<file path="src/design/bcs_pkg.sv">
`timescale 1ns / 1ps
// ----------------------------------------------------------------------------
// Brake caliper sequencer package
// Shared types, register codes and reset values for the sequencer.
// ----------------------------------------------------------------------------
package bcs_pkg;

  localparam int HallW  = 12;
  localparam int TicksW = 5;
  localparam int CfgIdxW = 3;

  // Configuration register indexes
  typedef enum logic [CfgIdxW-1:0] {
    CFG_CONTROL_MODE   = 3'd0,
    CFG_CALIPER_SELECT = 3'd1,
    CFG_HALL_THRESHOLD = 3'd2,
    CFG_RELEASE_SINGLE = 3'd3,
    CFG_APPLY_SINGLE   = 3'd4,
    CFG_RELEASE_BOTH   = 3'd5,
    CFG_APPLY_BOTH     = 3'd6
  } cfg_index_e;

  // Caliper selection codes for per-side mode
  localparam logic [1:0] SEL_NONE  = 2'd0;
  localparam logic [1:0] SEL_RIGHT = 2'd1;
  localparam logic [1:0] SEL_LEFT  = 2'd2;
  localparam logic [1:0] SEL_BOTH  = 2'd3;

  // Reset values of the registers
  localparam logic [HallW-1:0]  HallThresholdReset  = 12'd1240;
  localparam logic [TicksW-1:0] ReleaseSingleReset  = 5'd14;
  localparam logic [TicksW-1:0] ApplySingleReset    = 5'd15;
  localparam logic [TicksW-1:0] ReleaseBothReset    = 5'd30;
  localparam logic [TicksW-1:0] ApplyBothReset      = 5'd22;

  typedef struct packed {
    logic              control_mode;
    logic [1:0]        caliper_select;
    logic [HallW-1:0]  hall_threshold;
    logic [TicksW-1:0] release_ticks_single;
    logic [TicksW-1:0] apply_ticks_single;
    logic [TicksW-1:0] release_ticks_both;
    logic [TicksW-1:0] apply_ticks_both;
  } cfg_t;

  typedef struct packed {
    logic             lock_request;
    logic [HallW-1:0] hall_right;
    logic [HallW-1:0] hall_left;
  } item_t;

  typedef struct packed {
    logic right_enable;
    logic left_enable;
    logic drive_forward;
    logic drive_reverse;
    logic brake_status;
    logic red_led;
    logic green_led;
  } result_t;

endpackage

</file>
<file path="src/design/bcs_cfg.sv">
`timescale 1ns / 1ps
// ----------------------------------------------------------------------------
// Brake caliper sequencer configuration registers
// Holds the mode, selection, threshold and tick counts written over the
// configuration channel.
// ----------------------------------------------------------------------------
module bcs_cfg (
  input  logic                          clk,
  input  logic                          rst,
  input  logic                          cfg_valid,
  output logic                          cfg_ready,
  input  logic [bcs_pkg::CfgIdxW-1:0]   cfg_index,
  input  logic [bcs_pkg::HallW-1:0]     cfg_data,
  output bcs_pkg::cfg_t                 cfg
);
  import bcs_pkg::*;

  // Always take writes
  assign cfg_ready = 1'b1;

  // Write the addressed register; unknown indexes are dropped
  always_ff @(posedge clk) begin
    if (rst) begin
      cfg.control_mode         <= 1'b0;
      cfg.caliper_select       <= SEL_NONE;
      cfg.hall_threshold       <= HallThresholdReset;
      cfg.release_ticks_single <= ReleaseSingleReset;
      cfg.apply_ticks_single   <= ApplySingleReset;
      cfg.release_ticks_both   <= ReleaseBothReset;
      cfg.apply_ticks_both     <= ApplyBothReset;
    end else if (cfg_valid && cfg_ready) begin
      case (cfg_index_e'(cfg_index))
        CFG_CONTROL_MODE:   cfg.control_mode         <= cfg_data[0];
        CFG_CALIPER_SELECT: cfg.caliper_select       <= cfg_data[1:0];
        CFG_HALL_THRESHOLD: cfg.hall_threshold       <= cfg_data;
        CFG_RELEASE_SINGLE: cfg.release_ticks_single <= cfg_data[TicksW-1:0];
        CFG_APPLY_SINGLE:   cfg.apply_ticks_single   <= cfg_data[TicksW-1:0];
        CFG_RELEASE_BOTH:   cfg.release_ticks_both   <= cfg_data[TicksW-1:0];
        CFG_APPLY_BOTH:     cfg.apply_ticks_both     <= cfg_data[TicksW-1:0];
        default: begin
        end
      endcase
    end
  end

endmodule

</file>
<file path="src/design/bcs_core.sv">
`timescale 1ns / 1ps
// ----------------------------------------------------------------------------
// Brake caliper sequencer core
// Per-tick step logic: side selection, hall gating, tick counting and
// completion, with lock marks, counts, pin states and the result register.
// ----------------------------------------------------------------------------
module bcs_core (
  input  logic             clk,
  input  logic             rst,
  input  bcs_pkg::cfg_t    cfg,
  input  logic             item_valid,
  input  bcs_pkg::item_t   item,
  output logic             item_take,
  output logic             result_valid,
  input  logic             result_stall,
  output bcs_pkg::result_t result
);
  import bcs_pkg::*;

  logic              right_locked, left_locked;
  logic [TicksW-1:0] right_ticks, left_ticks;
  result_t           pins;

  logic              right_locked_next, left_locked_next;
  logic [TicksW-1:0] right_ticks_next, left_ticks_next;
  result_t           pins_next;

  logic              out_free;
  logic              side_active, side_left, both;
  logic              side_locked, go, done;
  logic [TicksW-1:0] side_ticks, ticks_inc, target;
  logic [HallW-1:0]  side_hall;

  // Take a request when the result register is free or being drained
  assign out_free  = !result_valid || !result_stall;
  assign item_take = item_valid && out_free;

  // Pick the sequenced side and set the enables
  always_comb begin
    pins_next   = pins;
    side_active = 1'b0;
    side_left   = 1'b0;
    both        = cfg.control_mode;
    if (cfg.control_mode) begin
      pins_next.right_enable = 1'b1;
      pins_next.left_enable  = 1'b1;
      side_active            = 1'b1;
    end else begin
      case (cfg.caliper_select)
        SEL_RIGHT: begin
          pins_next.right_enable = 1'b1;
          pins_next.left_enable  = 1'b0;
          side_active            = 1'b1;
        end
        SEL_LEFT: begin
          pins_next.right_enable = 1'b0;
          pins_next.left_enable  = 1'b1;
          side_active            = 1'b1;
          side_left              = 1'b1;
        end
        SEL_BOTH: begin
          pins_next.right_enable = 1'b1;
          pins_next.left_enable  = 1'b1;
          side_active            = 1'b1;
        end
        default: begin
          pins_next.right_enable = 1'b0;
          pins_next.left_enable  = 1'b0;
        end
      endcase
    end

    side_locked = side_left ? left_locked : right_locked;
    side_ticks  = side_left ? left_ticks : right_ticks;
    side_hall   = side_left ? item.hall_left : item.hall_right;

    // Move only while the mark disagrees and the hall reading is high enough
    go = side_active && (side_locked != item.lock_request) &&
         (side_hall >= cfg.hall_threshold);

    if (item.lock_request)
      target = both ? cfg.apply_ticks_both : cfg.apply_ticks_single;
    else
      target = both ? cfg.release_ticks_both : cfg.release_ticks_single;

    ticks_inc = side_ticks + TicksW'(1);
    done      = go && (ticks_inc == target);

    right_locked_next = right_locked;
    left_locked_next  = left_locked;
    right_ticks_next  = right_ticks;
    left_ticks_next   = left_ticks;

    if (go) begin
      pins_next.drive_forward = !item.lock_request;
      pins_next.drive_reverse = item.lock_request;
      if (side_left)
        left_ticks_next = done ? '0 : ticks_inc;
      else
        right_ticks_next = done ? '0 : ticks_inc;
    end

    // Finish the motion: drop drive and enables, flip the mark, update status and LEDs
    if (done) begin
      pins_next.drive_forward = 1'b0;
      pins_next.drive_reverse = 1'b0;
      pins_next.right_enable  = 1'b0;
      pins_next.left_enable   = 1'b0;
      pins_next.brake_status  = item.lock_request;
      pins_next.red_led       = both || item.lock_request;
      pins_next.green_led     = both || !item.lock_request;
      if (side_left)
        left_locked_next = item.lock_request;
      else
        right_locked_next = item.lock_request;
    end
  end

  // Advance the sequencer state on each taken request
  always_ff @(posedge clk) begin
    if (rst) begin
      right_locked <= 1'b0;
      left_locked  <= 1'b0;
      right_ticks  <= '0;
      left_ticks   <= '0;
      pins         <= '0;
    end else if (item_take) begin
      right_locked <= right_locked_next;
      left_locked  <= left_locked_next;
      right_ticks  <= right_ticks_next;
      left_ticks   <= left_ticks_next;
      pins         <= pins_next;
    end
  end

  // Hold the result until the receiver takes it
  always_ff @(posedge clk) begin
    if (rst) begin
      result_valid <= 1'b0;
    end else if (item_take) begin
      result_valid <= 1'b1;
    end else if (out_free) begin
      result_valid <= 1'b0;
    end
  end

  always_ff @(posedge clk) begin
    if (item_take)
      result <= pins_next;
  end

  // Never drive both directions at once
  assert property (@(posedge clk) disable iff (rst)
    !(pins.drive_forward && pins.drive_reverse))
    else $error("forward and reverse drive both active");

  // A result always reports the pin state it left behind
  assert property (@(posedge clk) disable iff (rst)
    item_take |=> (result == pins))
    else $error("result differs from pin state");

  // Completion turns every enable and direction off
  assert property (@(posedge clk) disable iff (rst)
    (item_take && done) |=> (!pins.right_enable && !pins.left_enable &&
                             !pins.drive_forward && !pins.drive_reverse))
    else $error("drive left on after completion");

  // Idle ticks keep the counts and the marks
  assert property (@(posedge clk) disable iff (rst)
    (item_take && !go) |=> ($stable(right_ticks) && $stable(left_ticks) &&
                            $stable(right_locked) && $stable(left_locked)))
    else $error("sequencer state changed on an idle tick");

endmodule

</file>
<file path="src/design/brake_caliper_sequencer.sv">
`timescale 1ns / 1ps
// ----------------------------------------------------------------------------
// Brake caliper sequencer
// Drives caliper enables and motor direction from lock requests and hall
// readings, counting ticks of motion until a lock or release completes.
// ----------------------------------------------------------------------------
// Usage:
//   item_* carries one 100 ms tick (lock request, right and left hall
//   samples); a request is taken when item_valid is high and item_stall low.
//   result_* returns the seven pin states after that tick, one result per
//   request, taken when result_valid is high and result_stall low.
//   cfg_* writes one register per handshake; cfg_ready is always high.
//   Write configuration only while no request is in flight.
// Path: a taken request loads the input register; the step logic then
//   fills the result register from it once the result register is free.
// Throughput: one request per cycle while the result is not stalled;
//   the combinational step logic between the input register and the
//   state registers sets that rate.
// Reset: rst clears lock marks, tick counts and pins, and loads the default
//   register values. The block is ready the cycle after reset.
// Stall: a stalled result holds; the input register still takes one more
//   request, then item_stall rises until the result drains.
// ----------------------------------------------------------------------------
module brake_caliper_sequencer (
  input  logic                        clk,
  input  logic                        rst,
  input  logic                        item_valid,
  output logic                        item_stall,
  input  bcs_pkg::item_t              item,
  output logic                        result_valid,
  input  logic                        result_stall,
  output bcs_pkg::result_t            result,
  input  logic                        cfg_valid,
  output logic                        cfg_ready,
  input  logic [bcs_pkg::CfgIdxW-1:0] cfg_index,
  input  logic [bcs_pkg::HallW-1:0]   cfg_data
);
  import bcs_pkg::*;

  cfg_t  cfg;
  logic  held_valid;
  item_t held;
  logic  held_take;

  // Stall only while a held request cannot move on
  assign item_stall = held_valid && !held_take;

  // Input register
  always_ff @(posedge clk) begin
    if (rst) begin
      held_valid <= 1'b0;
    end else if (item_valid && !item_stall) begin
      held_valid <= 1'b1;
    end else if (held_take) begin
      held_valid <= 1'b0;
    end
  end

  always_ff @(posedge clk) begin
    if (item_valid && !item_stall)
      held <= item;
  end

  bcs_cfg u_cfg (
    .clk       (clk),
    .rst       (rst),
    .cfg_valid (cfg_valid),
    .cfg_ready (cfg_ready),
    .cfg_index (cfg_index),
    .cfg_data  (cfg_data),
    .cfg       (cfg)
  );

  bcs_core u_core (
    .clk          (clk),
    .rst          (rst),
    .cfg          (cfg),
    .item_valid   (held_valid),
    .item         (held),
    .item_take    (held_take),
    .result_valid (result_valid),
    .result_stall (result_stall),
    .result       (result)
  );

endmodule

</file>
<file path="config.mk">
export PLATFORM = sky130hd
export DESIGN_NAME = brake_caliper_sequencer
export DESIGN_NICKNAME = d
export VERILOG_FILES = /design/src/design/bcs_pkg.sv /design/src/design/bcs_cfg.sv /design/src/design/bcs_core.sv /design/src/design/brake_caliper_sequencer.sv
export SDC_FILE = /design/constraint.sdc
export NUM_CORES = 1
export LEC_CHECK = 0
export BUFFER_PORTS_ARGS = -buffer_cell sky130_fd_sc_hd__buf_2
export CAP_MARGIN = 15
export CORE_MARGIN = 3
export CORE_UTILIZATION = 41
export DETAILED_ROUTE_END_ITERATION = 10
export GPL_ROUTABILITY_DRIVEN = 0
export PLACE_DENSITY = 0.71
export SLEW_MARGIN = 15
export SYNTH_ARGS = -nofsm -noshare
export SYNTH_HDL_FRONTEND = slang
export SYNTH_SLANG_ARGS = --single-unit
</file>
<file path="constraint.sdc">
create_clock -name clk -period 3.9 [get_ports clk]
set_clock_uncertainty 0.1 [all_clocks]
set_input_delay 0.39 -clock clk [delete_from_list [all_inputs] [get_ports clk]]
set_output_delay 0.39 -clock clk [all_outputs]
set_load 0.02 [all_outputs]
</file>
==> out/metrics.cfg, run 1 <==
[run_status]
status=completed

[grt]
grt_pass1_wl_mm=12.88
grt-ovfl-total=0
grt_max_degree=66
grt_use_total=0.1468
grt_pass1_vias=2693
antenna_found_initial=0

[route]
ant_nets=0
highest-signal-layer=met4
detailedRoute.firstIterationViolations=143
route.met3.wl_um=362
remaining_drc_errors=0
wirelength_mm=7.835
wl_met2_mm=3.778
vias=2791
viasPerCell=5.102
wl_met1_mm=3.630
routedWlPerCell_um=14.32
first_pass_iters=5

[floorplan]
coreArea_um2=9328
boundaryPins=55
die_area_um2=10930
start_util=0.4271
dieHeight_um=104.6
die_w_um=104.6
rows=35

[timing]
rsz0062_at_grt=no
slew_viol_final=0
slew-limit-headroom=0.2560
fin_ws_ps=365.4
fin_crit_ps=3535
hold_viol=0
hold_slack_ps=101.7
fin_crit_sh=0.9063
setup_violations=0
setup_tns_ps=0
clock.fmax_ghz=0.2829
tightestPinTransition_ps=1116

[clock_tree]
cts_buffer_depth=2
cts_hold_buffers=0
path_clk_slew_ps=80
cts_made_buffers=9
post_cts_buffers=0
root_buffer=clkbuf_8
insertion_delay_ps=360
ctsResizeCount=0
tritoncts=built
clock_sinks=86
cts_max_level=3

[run]
drv_cap=0

[synth]
synth_area_leaders=dfxtp_1 (27%), edfxtp_1 (24%), a211o_1 (4.2%)
yosysTopAreaCellShare=0.2714
synthFlopType=dfxtp_1
yosysSeqAreaShare=0.5126
synth-compound-area-share=0.1256
synthXorXnorAreaFrac=0.02638
syn_area_um2=3984
synthAdderAreaFrac=0.04083
ys_types=49
syn_inst=359
avgSynthCellArea_um2=11.10
synth-seq-cells=86
yosys.area.top_type=dfxtp_1
synth_edf_count=32
synth_top_family_by_area=simple AND/OR/NAND/NOR gates
async_reset_ff_frac=0
synth-simple-area-share=0.1470
yosysWarnings=0
synth_mux_area_frac=0.1014
synth_fp_nets=417

[placement]
pre_cts_slack_ps=374.8
dpl.hpwl_mm=5.573
io_buffers=53
dpl-instance-area_um2=4372

[power_and_ir_drop]
power.switching_mw=0.3926
combPwrFrac=0.079
power_switching_share=0.2209
power_mw=1.778
power.internal_mw=1.385
ir_drop_uv=216.0
p_leak_nw=1.790
power_frac_seq=0.547
power.density_nw_per_um2=387.7
p_clk_frac=0.374

[layout]
num_antenna_cells=0
final_design_area_no_fill_um2=4584
drive_gt1_frac=0.2536
layout_commonest_cell=dfxtp_1
syn_to_final_growth_pct=15.08
final_cell_mix=dfxtp_1 (54), buf_2 (53), edfxtp_1 (32)
nets=471

[critical_path]
cp_cell_sequence=nor3b_4 > buf_4 > mux2_2 > ha_1 > a21o_1 > a211oi_1 > o221ai_1 > nand2_1 > nor2_8 > buf_4 > o41ai_1
end_kind=flip-flop
crit_family=compound AO/OA/AOI/OAI gates
worstSetupPathType=flip-flop to flip-flop
critPathMostFrequentCell=buf_4
critPathMaxStageDelay_ps=370
worstPathArrival_ps=3690
crit_fanout=15
critPathBufInv=2
slowest_stage=dfxtp_1
rrSetupSlack_ps=370
start_kind=flip-flop
worstPathRequired_ps=4050

[worst_hold_path]
hold_class=input port to flip-flop

sequential cells by signal, summed over array words and instances (netlist names):
register and cells:
u_core.result 7, u_core.left_locked 1, u_core.result_valid 1, held_valid 1
u_core.right_locked 1, u_core.right_ticks 5, u_cfg.cfg 35, u_core.pins 5
u_core.left_ticks 5, held 25
through the flow:
stage,util,std cells
after global placement,0.4687,531
final,0.4915,547
after floorplan,-,359
after global routing,0.4915,547
after CTS,0.4909,547
after detailed placement,0.4687,531
cell usage after synthesis (all sizes together), types with 13 or more instances:
cell / count
mux2: 16
nor2: 30
nor2b: 13
a21oi: 17
edfxtp: 32
a211o: 19
nand2: 25
dfxtp: 54
ha: 13
inv: 19
area by class of cell:
type | instances | area (µm²)
fill | 848 | 4743
timing repair buffer | 62 | 332.8
multi-input combinational | 235 | 1769
sequential | 86 | 2042
clock buffer | 12 | 135.1
tap | 129 | 161.4
clock inverter | 4 | 72.57
inverter | 19 | 71.32
path summary, 6_finish.rpt:
path | depth (start not counted) | end | start
min | 1 | held[4] | item[4]
min reg2reg | 2 | u_cfg.cfg[21] | u_cfg.cfg[21]
max | 11 | u_core.right_ticks[3] | u_cfg.cfg[33]
max reg2reg | 11 | u_core.right_ticks[3] | u_cfg.cfg[33]
power by group through the flow:
stage / Clock (mW) / Sequential [mW] / Combinational (mW)
3_3_place_gp: 0 / 0.993 / 0.137
4_1_cts: 0.683 / 0.974 / 0.141
2_1_floorplan: 0 / 0.994 / 0.0879
6_report: 0.664 / 0.973 / 0.140
3_5_place_dp: 0 / 0.994 / 0.140
5_1_grt: 0.724 / 0.977 / 0.157
layer usage:
metal / GRT usage / vias up
met4: 0.04780 / 0
met3: 0.04200 / 4
met1: 0.1946 / 1326
li1: - / 1396
met2: 0.2320 / 65
met5: 0 / -
cell families (layout without fill, tap and decap cells):
| family | Yosys count | in the layout |
|---|---|---|
| mux | 31 | 31 |
| other cells | 1 | 1 |
| xor+xnor | 12 | 12 |
| compound gates | 66 | 66 |
| flops | 86 | 86 |
| fa+ha+maj | 13 | 13 |
| simple gates | 112 | 112 |
| buf+inv | 38 | 97 |
Note: power is estimated with default switching activity, not from simulation.
==> run 2, diff against run 1 <==
==> constraint.sdc (replaced) <==
create_clock -name clk -period 3.65 [get_ports clk]
set_clock_uncertainty 0.1 [all_clocks]
set_input_delay 0.365 -clock clk [delete_from_list [all_inputs] [get_ports clk]]
set_output_delay 0.365 -clock clk [all_outputs]
set_load 0.02 [all_outputs]
==> run 2 against run 1 <==
  * First-iteration DRC count is 2.8% lower
  * Hold slack worse by 19 ps
  * Cell area is 0.57% higher
  * Critical path type unchanged
  * Largest power group unchanged
==> out/metrics.cfg, run 2 (same netlist as run 1, synthesis figures left out) <==
[grt]
grt_max_degree=66
grt_pass1_vias=2807
grt_pass1_wl_mm=13.43
antenna_found_initial=0
grt_use_total=0.1532
grt-ovfl-total=0

[route]
viasPerCell=5.131
remaining_drc_errors=0
routedWlPerCell_um=14.94
vias=2812
wl_met1_mm=3.647
ant_nets=0
wl_met2_mm=4.043
detailedRoute.firstIterationViolations=139
highest-signal-layer=met4
wirelength_mm=8.186
route.met3.wl_um=399
first_pass_iters=5

[timing]
fin_ws_ps=289.8
setup_tns_ps=0
slew_viol_final=0
hold_viol=0
slew-limit-headroom=0.2540
fin_crit_sh=0.9206
fin_crit_ps=3360
clock.fmax_ghz=0.2976
rsz0062_at_grt=no
setup_violations=0
tightestPinTransition_ps=1119

[layout]
reg_top3=u_cfg.cfg (35), held (25), u_core.result (7)
largest_register_ffs=35
num_antenna_cells=0
drive_gt1_frac=0.2649
syn_to_final_growth_pct=15.73
nets=472
layout_commonest_cell=dfxtp_1
top_register=u_cfg.cfg
final_cell_mix=dfxtp_1 (54), buf_2 (53), edfxtp_1 (32)
final_design_area_no_fill_um2=4611

[placement]
dpl-instance-area_um2=4379
dpl.hpwl_mm=5.866
pre_cts_slack_ps=207.1
io_buffers=53

[critical_path]
worstSetupPathType=flip-flop to flip-flop
crit_fanout=12
worstPathRequired_ps=3840
crit_family=simple AND/OR/NAND/NOR gates
critPathBufInv=1
cp_cell_sequence=nor3b_4 > buf_4 > mux2_2 > ha_1 > and3_1 > o2111ai_1 > o221ai_2 > nand3_1 > or2_2 > or3_1 > o21ai_2
worstPathArrival_ps=3550
rrSetupSlack_ps=290
critPathMaxStageDelay_ps=420
start_kind=flip-flop
slowest_stage=or2_2
end_kind=flip-flop

[clock_tree]
root_buffer=clkbuf_8
path_clk_slew_ps=80
insertion_delay_ps=350
cts_hold_buffers=0
ctsResizeCount=0
post_cts_buffers=0
tritoncts=built
cts_made_buffers=9
clock_sinks=86
cts_max_level=3
cts_buffer_depth=2

[power_and_ir_drop]
p_leak_nw=1.801
ir_drop_uv=239.7
power.density_nw_per_um2=413.8

[floorplan]
start_util=0.4271
die_area_um2=10930
rows=35
die_w_um=104.6
boundaryPins=55
dieHeight_um=104.6
coreArea_um2=9328

[run]
drv_cap=0

[run_status]
status=completed

[worst_hold_path]
hold_class=input port to flip-flop

-- run 2: cell count changes in the layout (fill, tap and decap cells not counted), sizes merged --
cell | previous run | this run
clkinv | 1 | 4
clkbuf | 12 | 9
buf | 62 | 63
-- run 2: per-layer routing --
metal	vias up	GRT usage
met5	-	0
met4	0	0.05061
met3	6	0.04385
met2	75	0.2403
met1	1334	0.2046
li1	1397	-
-- run 2: stage by stage --
stage / power (mW) / hold WS (ps) / std cells / utilization
after floorplan: 1.156 / 330.0 / 359 / -
after global placement: 1.208 / 337.5 / 532 / 0.4695
after detailed placement: 1.213 / 346.0 / 532 / 0.4695
after CTS: 1.921 / 65.56 / 548 / 0.4923
after global routing: 1.983 / 52.16 / 548 / 0.4943
final: 1.908 / 82.80 / 548 / 0.4943
-- run 2: where the power goes --
part	internal, mW	switching, mW
Clock	0.381	0.334
Sequential	1.03	0.0123
Combinational	0.0680	0.0853
-- run 2: final timing paths --
kind	startpoint	to	depth (start not counted)
worst min-delay path	item[5]	held[5]	1
worst max register to register	u_cfg.cfg[33]	u_core.right_ticks[0]	11
worst min register to register	u_cfg.cfg[29]	u_cfg.cfg[29]	2
worst max-delay path	u_cfg.cfg[33]	u_core.right_ticks[0]	11
-- run 2: layout make-up --
| type | count | area, µm² |
|---|---|---|
| sequential | 86 | 2042 |
| fill | 853 | 4717 |
| timing repair buffer | 63 | 340.3 |
| inverter | 19 | 71.32 |
| clock inverter | 7 | 88.84 |
| multi-input combinational | 235 | 1783 |
| clock buffer | 9 | 123.9 |
| tap | 129 | 161.4 |
-- run 2: worst register-to-register path, cell delays in order (launching register included) --
cell       delay [ps]
dfxtp_1           360
nor3b_4           270
buf_4             260
mux2_2            360
ha_1              300
and3_1            190
o2111ai_1         170
o221ai_2          250
nand3_1           150
or2_2             420
or3_1             360
o21ai_2           110
